File: src/rtl/core/assert_macros.svh
// ----------------------------------------------------------------------------
// Assertion macros
// Shared shorthand for the concurrent checks in the monitor's RTL.
// ----------------------------------------------------------------------------
`ifndef ASSERT_MACROS_SVH
`define ASSERT_MACROS_SVH

// Condition must hold at every clock edge outside reset.
`define SDRM_ASSERT_ALWAYS(name, cond) \
  name: assert property (@(posedge clk) disable iff (rst) (cond)) \
    else $error("invariant check failed");

// Whenever pre holds, post must hold in the same cycle.
`define SDRM_ASSERT_IMPLIES(name, pre, post) \
  name: assert property (@(posedge clk) disable iff (rst) (pre) |-> (post)) \
    else $error("implication check failed");

`endif

File: src/rtl/core/sdrm_ram.sv
// ----------------------------------------------------------------------------
// sdrm_ram
// Generic single-write, single-read memory with a registered read port.
// ----------------------------------------------------------------------------
module sdrm_ram #(
  parameter int WIDTH = 8,
  parameter int DEPTH = 16
) (
  input  logic                     clk,
  input  logic                     we,
  input  logic [$clog2(DEPTH)-1:0] waddr,
  input  logic [WIDTH-1:0]         wdata,
  input  logic                     re,
  input  logic [$clog2(DEPTH)-1:0] raddr,
  output logic [WIDTH-1:0]         rdata
);

  logic [WIDTH-1:0] mem [DEPTH];

  always_ff @(posedge clk) begin
    if (we) begin
      mem[waddr] <= wdata;
    end
    if (re) begin
      rdata <= mem[raddr];
    end
  end

endmodule

File: config.mk
export PLATFORM = sky130hd
export DESIGN_NAME = sdrm_ram
export DESIGN_NICKNAME = d
export VERILOG_FILES = /design/src/rtl/core/assert_macros.svh /design/src/rtl/core/sdrm_ram.sv
export SDC_FILE = /design/constraint.sdc
export NUM_CORES = 1
export LEC_CHECK = 0
export BUFFER_PORTS_ARGS = -buffer_cell sky130_fd_sc_hd__buf_2
export CAP_MARGIN = 0
export CELL_PAD_IN_SITES_DETAIL_PLACEMENT = 1
export CELL_PAD_IN_SITES_GLOBAL_PLACEMENT = 1
export CORE_UTILIZATION = 50
export CTS_CLUSTER_DIAMETER = 50
export CTS_CLUSTER_SIZE = 16
export DETAILED_ROUTE_END_ITERATION = 16
export PLACE_DENSITY_LB_ADDON = 0.1
export SYNTH_ARGS = -nofsm -noshare
export SYNTH_HDL_FRONTEND = slang
export SYNTH_SLANG_ARGS = --single-unit
File: constraint.sdc
create_clock -name clk -period 4.35 [get_ports clk]
set_clock_uncertainty 0.05 [all_clocks]
set_input_delay 0.2175 -clock clk [delete_from_list [all_inputs] [get_ports clk]]
set_output_delay 0.2175 -clock clk [all_outputs]
set_load 0.05 [all_outputs]
==> impl_metrics.py, run 1 <==
metrics = {
    "logic_synthesis": {
        "synthesis.yosys.warnings": 0,
        "synthesis.area_per_instance_sq_um": 22.83,
        "netlist-cell-type-count": 18,
        "postSynthCellCount": 229,
        "postSynthRegisterBits": 136,
        "synthesis.nets": 248,
        "yosysSeqAreaShare_pct": 78.12,
        "synth.cell_area_sq_um": 5228,
    },
    "place": {
        "dpl-instance-area_sq_um": 5468,
        "finalWeightedCongestion": 0.6949,
        "place_hpwl_mm": 6.260,
        "post-place-cells": 382,
        "buffer_ports.inserted": 26,
    },
    "timing": {
        "final.period_utilization_pct": 41.93,
        "rsz0062_at_grt": "false",
        "min_period_ps": 1824,
        "timing.fmax_mhz": 548.3,
        "count_of_final_max_slew_check_failures": 0,
        "report.final.setup_viol": 0,
        "final-hold-violation-count": 0,
        "maxSlewHeadroom_pct": 30.62,
        "tightest_slew_ps": 1041,
        "whs_ps": 40.52,
        "finalSetupTns_ps": 0,
    },
    "clocking": {
        "max-clock-path-buffers": 2,
        "cts-buffers-inserted": 17,
        "cts_num_sinks": 136,
        "post-cts-setup-buffers": 0,
        "clock_root_buffer": "clkbuf_8",
        "hold_buffers": 0,
        "cts.clk_slew.worst_paths_ps": 60,
        "clkLatencyLatePin_ps": 520,
        "post_cts_resized": 0,
        "tritoncts": "done",
        "h-tree-depth": 4,
    },
    "floorplanning": {
        "dieHeight_um": 104.3,
        "start_util_pct": 52.51,
        "num_rows": 36,
        "die_x_um": 104.3,
        "die_area_sq_um": 10870,
        "core_area_sq_um": 9955,
        "floorplan.io_pins": 27,
    },
    "grt": {
        "number_of_global_route_vias_before_repair": 2518,
        "grt_max_degree": 33,
        "antenna_found_initial": 0,
        "grt_pass1_wl_mm": 15.51,
        "grt_overflow_total": 0,
        "groute.usage.overall_pct": 20.67,
    },
    "job": {
        "maxCapViolations": 0,
    },
    "hold_path": {
        "hold_class": "in2reg",
        "hold_end": "mem[6][5]",
        "min_delay_path_depth": 1,
        "hold_start": "wdata[5]",
    },
    "power_and_ir_drop": {
        "net-switching-power_w": 0.0006281,
        "vdd_drop_max_uv": 249.1,
        "pwr_density_cell_nw_per_um2": 484.4,
        "power.combinational.fraction_pct": 5.1,
        "power.static_leakage_nw": 1.982,
        "totalPowerFinal_w": 0.002904,
        "netSwitchingFraction_pct": 21.63,
        "seq_power_share_pct": 51.2,
        "cell_internal_pwr_w": 0.002276,
        "clock_share_of_power_pct": 43.7,
    },
    "cells_and_area": {
        "fillers": 844,
        "antenna-diode-count": 0,
        "finalNetCount": 287,
        "final_cells": 414,
        "design_area_sq_um": 5996,
        "syn2layout_area_growth_pct": 14.70,
        "drive_above_1_share_pct": 27.76,
    },
    "setup_path": {
        "cp_slowest_stage_delay_ps": 770,
        "critical_path.slowest_cell": "buf_2",
        "worst-endpoint-arrival_ps": 2030,
        "timing.critical_path.to_type": "flop",
        "worst_path_dominant_cell_family": "buffers and inverters",
        "critical_path.cell_chain": "buf_2 > mux4_1 > a22oi_1 > nand2_1",
        "worst_flop_to_flop_path_startpoint": "mem[11][6]",
        "setup.worst_path.class": "in2reg",
        "worstSetupStartpointType": "input pin",
        "crit_fanout": 32,
        "r2r_end": "rdata[6]",
        "timing.critical_path.buf_inv": 1,
        "rrSetupSlack_ps": 2790,
        "timing.critical_path.required_ps": 4560,
        "ff2ff_path_depth": 3,
    },
    "route": {
        "drt_drc_violations_left": 0,
        "detailedRoute.firstIterationViolations": 191,
        "detail_route.wirelength_mm": 10.28,
        "via_count": 2412,
        "drt_pass_1_iters": 4,
        "routed_length_per_instance_um": 24.84,
        "final_antenna_net_count": 0,
        "post_drt_via_cell_ratio": 5.826,
    },
    "run_status": {
        "status": "completed",
    },
}
[worst max-delay path by stage]
stage,start,to,cells after the start
after floorplan,waddr[2],mem[0][0],2
after global placement,raddr[0],rdata[1],4
after detailed placement,raddr[0],rdata[1],4
after CTS,raddr[0],rdata[7],4
after global routing,raddr[0],rdata[0],4
final,raddr[0],rdata[0],4
[cell usage after synthesis (all sizes together)]
library cell | count | area share (%)
buf | 7 | 1.1
mux4 | 32 | 15
edfxtp | 136 | 78
nor3 | 4 | 0.38
nand2 | 9 | 0.65
clkdlybuf4s25 | 3 | 0.57
or3b | 1 | 0.17
nor2 | 13 | 0.93
nor2b | 1 | 0.12
nand3 | 1 | 0.096
nand3b | 2 | 0.29
a22oi | 16 | 2.3
nand2b | 2 | 0.24
and2b | 1 | 0.14
and2 | 1 | 0.12
[cell type report]
type / instances / area, sq um / area share [%]
Timing Repair Buffer: 30 / 160.2 / 2.671
Tap cell: 133 / 166.4 / 2.775
Multi-Input combinational cell: 83 / 1057 / 17.63
Clock buffer: 18 / 417.9 / 6.970
Sequential cell: 136 / 4084 / 68.11
Clock inverter: 14 / 110.1 / 1.836
[power groups by stage]
stage          combinational (W)  clock [W]  sequential, W
2_1_floorplan          0.0000745          0        0.00153
3_3_place_gp            0.000149          0        0.00151
3_5_place_dp            0.000152          0        0.00151
4_1_cts                 0.000153    0.00128        0.00149
5_1_grt                 0.000162    0.00132        0.00149
6_report                0.000149    0.00127        0.00149
[registers in the layout, indices dropped and copies added (netlist names)]
name / count
mem: 128
rdata: 8
[metal layers]
| layer | wire length [um] | part of all wire, % | track usage, % |
|---|---|---|---|
| met1 | 4596 | 45 | 30.17 |
| met4 | 170 | 1.7 | 7.959 |
| met2 | 4960 | 48 | 31.57 |
| met3 | 555 | 5.4 | 3.571 |
| met5 | 0 | 0 | 0 |
[layout by cell type, fill, tap and decap left out, drive strengths merged, types with 2 or more instances in the layout]
cell type / count
nand2: 9
nand3b: 2
clkbuf: 18
mux4: 32
buf: 30
clkinvlp: 4
a22oi: 16
nor3: 4
nor2: 13
edfxtp: 136
nand2b: 2
clkinv: 9
[through the flow]
stage / utilization (%) / setup WS (ps)
after global routing: 60.23 / 2319
after CTS: 60.23 / 2458
after floorplan: - / 2590
after detailed placement: 54.93 / 1919
after global placement: 54.93 / 1883
final: 60.23 / 2526
[kinds of logic after synthesis]
logic type | after synthesis | share of synthesized area [%]
buffers and inverters | 10 | 1.651
muxes | 32 | 14.79
AOI/OAI and AO/OA | 16 | 2.298
and+or+nand+nor | 35 | 3.136
DFF | 136 | 78.12
[worst reg2reg max path, stage by stage (launching register included)]
cell,delay [ps]
edfxtp_1,370
mux4_2,470
a22oi_1,310
nand2_1,100
Power figures use the tool's default switching activity.
==> inputs of run 2 (changes only) <==
--- a/config.mk
+++ b/config.mk
@@ -5,11 +5,12 @@
 export SDC_FILE = /design/constraint.sdc
 export NUM_CORES = 1
 export LEC_CHECK = 0
+export ABC_AREA = 1
 export BUFFER_PORTS_ARGS = -buffer_cell sky130_fd_sc_hd__buf_2
 export CAP_MARGIN = 0
 export CELL_PAD_IN_SITES_DETAIL_PLACEMENT = 1
 export CELL_PAD_IN_SITES_GLOBAL_PLACEMENT = 1
-export CORE_UTILIZATION = 50
+export CORE_UTILIZATION = 44
 export CTS_CLUSTER_DIAMETER = 50
 export CTS_CLUSTER_SIZE = 16
 export DETAILED_ROUTE_END_ITERATION = 16
==> constraint.sdc (replaced) <==
create_clock -name clk -period 1.65 [get_ports clk]
set_clock_uncertainty 0.05 [all_clocks]
set_input_delay 0.0825 -clock clk [delete_from_list [all_inputs] [get_ports clk]]
set_output_delay 0.0825 -clock clk [all_outputs]
set_load 0.05 [all_outputs]
==> run 2 against run 1 <==
Sequential cell count stayed put. Synthesized cell count is 140% higher. Sequential power grew to 2.6 times the previous value. Via count is 67% higher. Clock-buffer cell count is 1 higher. Clock power grew to 2.8 times the previous value. Die area is 27% higher. Cell area is 13% higher. Register-to-register slack worse by 2400 ps. Power grew to 2.8 times the previous value. Sequential share of layout area is 7.8 points lower. Hold slack worse by 12 ps. Highest routed layer unchanged.
==> impl_metrics.py, run 2 <==
metrics = {
    "run_status": {
        "status": "completed",
    },
    "logic_synthesis": {
        "synthesis.area_per_instance_sq_um": 10.61,
        "yosys_most_used_dff": "edfxtp_1",
        "yosysSeqAreaShare_pct": 69.85,
        "postSynthCellCount": 551,
        "synth.cell_area_sq_um": 5847,
        "netlist-cell-type-count": 11,
        "synth_common_cells": "nand2_1 (173), edfxtp_1 (136), inv_1 (100)",
        "yosysMostFrequentCell": "nand2_1",
        "count_of_flip_flops_with_a_built_in_enable_after_synthesis": 136,
        "synthArstFlopShare_pct": 0,
        "synth_top_area_share_pct": 69.85,
        "yosys.area.top_type": "edfxtp_1",
        "postSynthRegisterBits": 136,
        "synthesis.yosys.warnings": 0,
        "synthesis.nets": 570,
        "synth_area_leaders": "edfxtp_1 (70%), nand2_1 (11%), nand3_1 (8.3%)",
    },
    "timing": {
        "whs_ps": 28.49,
        "timing.fmax_mhz": 789.8,
        "maxSlewHeadroom_pct": 55.18,
        "rsz0062_at_grt": "false",
        "final.period_utilization_pct": 76.73,
        "count_of_final_max_slew_check_failures": 0,
        "final-hold-violation-count": 0,
        "min_period_ps": 1266,
        "finalSetupTns_ps": 0,
        "tightest_slew_ps": 671.3,
        "report.final.setup_viol": 0,
    },
    "floorplanning": {
        "die_area_sq_um": 13750,
        "floorplan.io_pins": 27,
        "core_area_sq_um": 12770,
        "die_x_um": 117.3,
        "num_rows": 41,
        "dieHeight_um": 117.3,
        "start_util_pct": 45.77,
    },
    "route": {
        "drt_drc_violations_left": 0,
        "route.met3.wl_um": 761,
        "drt_pass_1_iters": 4,
        "detailedRoute.firstIterationViolations": 300,
        "routed_length_per_instance_um": 20.01,
        "final_antenna_net_count": 0,
        "met2RoutedLength_mm": 7.353,
        "met1Wirelength_mm": 7.107,
        "via_count": 4022,
        "post_drt_via_cell_ratio": 5.150,
        "top_layer_used": "met4",
        "detail_route.wirelength_mm": 15.63,
    },
    "grt": {
        "number_of_global_route_vias_before_repair": 4113,
        "antenna_found_initial": 0,
        "grt_overflow_total": 0,
        "grt_max_degree": 40,
        "grt_pass1_wl_mm": 23.70,
        "groute.usage.overall_pct": 25.22,
    },
    "cells_and_area": {
        "layout.core_utilization_pct": 53.01,
        "design_area_sq_um": 6771,
        "syn2layout_area_growth_pct": 15.81,
        "max_flop_register": "mem",
        "biggestRegsByFlops": "mem x128, rdata x8",
        "fillers": 1390,
        "antenna-diode-count": 0,
        "drive_above_1_share_pct": 12.64,
        "layout.cells.most_common": "nand2_1",
        "finalNetCount": 616,
        "layout.cells.most_common_list": "nand2_1 (173), edfxtp_1 (136), inv_1 (100)",
        "max_reg_flops": 128,
    },
    "clocking": {
        "cts_num_sinks": 136,
        "h-tree-depth": 4,
        "cts.clk_slew.worst_paths_ps": 60,
        "cts-buffers-inserted": 17,
        "clock_root_buffer": "clkbuf_16",
        "max-clock-path-buffers": 2,
        "clkLatencyLatePin_ps": 420,
        "post_cts_resized": 0,
        "tritoncts": "done",
    },
    "place": {
        "buffer_ports.inserted": 26,
        "place_hpwl_mm": 9.746,
        "dpl-instance-area_sq_um": 6218,
        "finalWeightedCongestion": 0.7811,
    },
    "power_and_ir_drop": {
        "totalPowerFinal_w": 0.008011,
        "power.static_leakage_nw": 2.926,
        "pwr_density_cell_nw_per_um2": 1183,
        "vdd_drop_max_uv": 892.4,
    },
    "setup_path": {
        "timing.critical_path.to_type": "flop",
        "worstSetupStartpointType": "flop",
        "setup.worst_path.class": "reg2reg",
        "crit_fanout": 1,
        "worst-endpoint-arrival_ps": 1390,
        "timing.critical_path.required_ps": 1770,
    },
    "job": {
        "maxCapViolations": 0,
    },
    "hold_path": {
        "hold_class": "in2reg",
    },
}
## run 2: changes by cell type in the layout (fill, tap and decap cells not counted), moves of 4 or more
cell	before	now
buf_4	4	23
inv_1	0	100
mux4_2	18	0
mux4_1	14	0
nor3_1	4	0
nand2_1	9	173
nand3_1	1	97
nor2_1	13	17
a22oi_1	16	0
## run 2: layer usage
metal	vias up	GRT usage (%)
met5	-	0
met4	0	11.22
met3	25	5.664
met2	104	39.53
met1	2021	33.68
li1	1872	-
## run 2: repair_timing
action	CTS	global route
setup buffers	0	0
hold buffers	1	0
endpoints found under the hold margin	8	0
## run 2: layout make-up
cell class	count	area (sq um)	area share [%]
clock buffer	19	432.9	6.393
clock inverter	12	110.1	1.626
inverter	102	382.9	5.654
multi-input combinational	289	1214	17.92
sequential	136	4084	60.31
tap	172	215.2	3.178
timing repair buffer	51	332.8	4.915
## run 2: stage by stage
| stage | worst slack, ps | cells |
|---|---|---|
| finish | 383.9 | 781 |
| global route | 332.1 | 781 |
| CTS | 402.3 | 781 |
| detailed placement | 223.2 | 749 |
| global placement | 234.8 | 749 |
| floorplan | 566.7 | 551 |
## run 2: final timing paths
check	startpoint	end	slack [ps]	depth (start not counted)
hold / removal	wdata[1]	mem[10][1]	30	1
hold reg to reg	mem[14][4]	rdata[4]	710	6
setup reg to reg	mem[3][3]	rdata[3]	380	6
setup / recovery	mem[3][3]	rdata[3]	380	6
## run 2: where the power goes
part           leakage, nW  switching [W]  internal [W]
Sequential            1.24      0.0000253       0.00389
Clock                0.262        0.00137       0.00217
Combinational         1.43       0.000409      0.000141
## run 2: logic make-up after synthesis
logic type             synth area share, %
buffers and inverters                9.394
DFF                                  69.85
and+or+nand+nor                      20.76
## run 2: worst max-delay path, cell delays in order, from the launching register on
cell and delay [ps]:
edfxtp_1 360, nand2_1 80, nand2_1 60, nand2_1 110
nand3_1 140, nand3_1 130, nand2_1 80
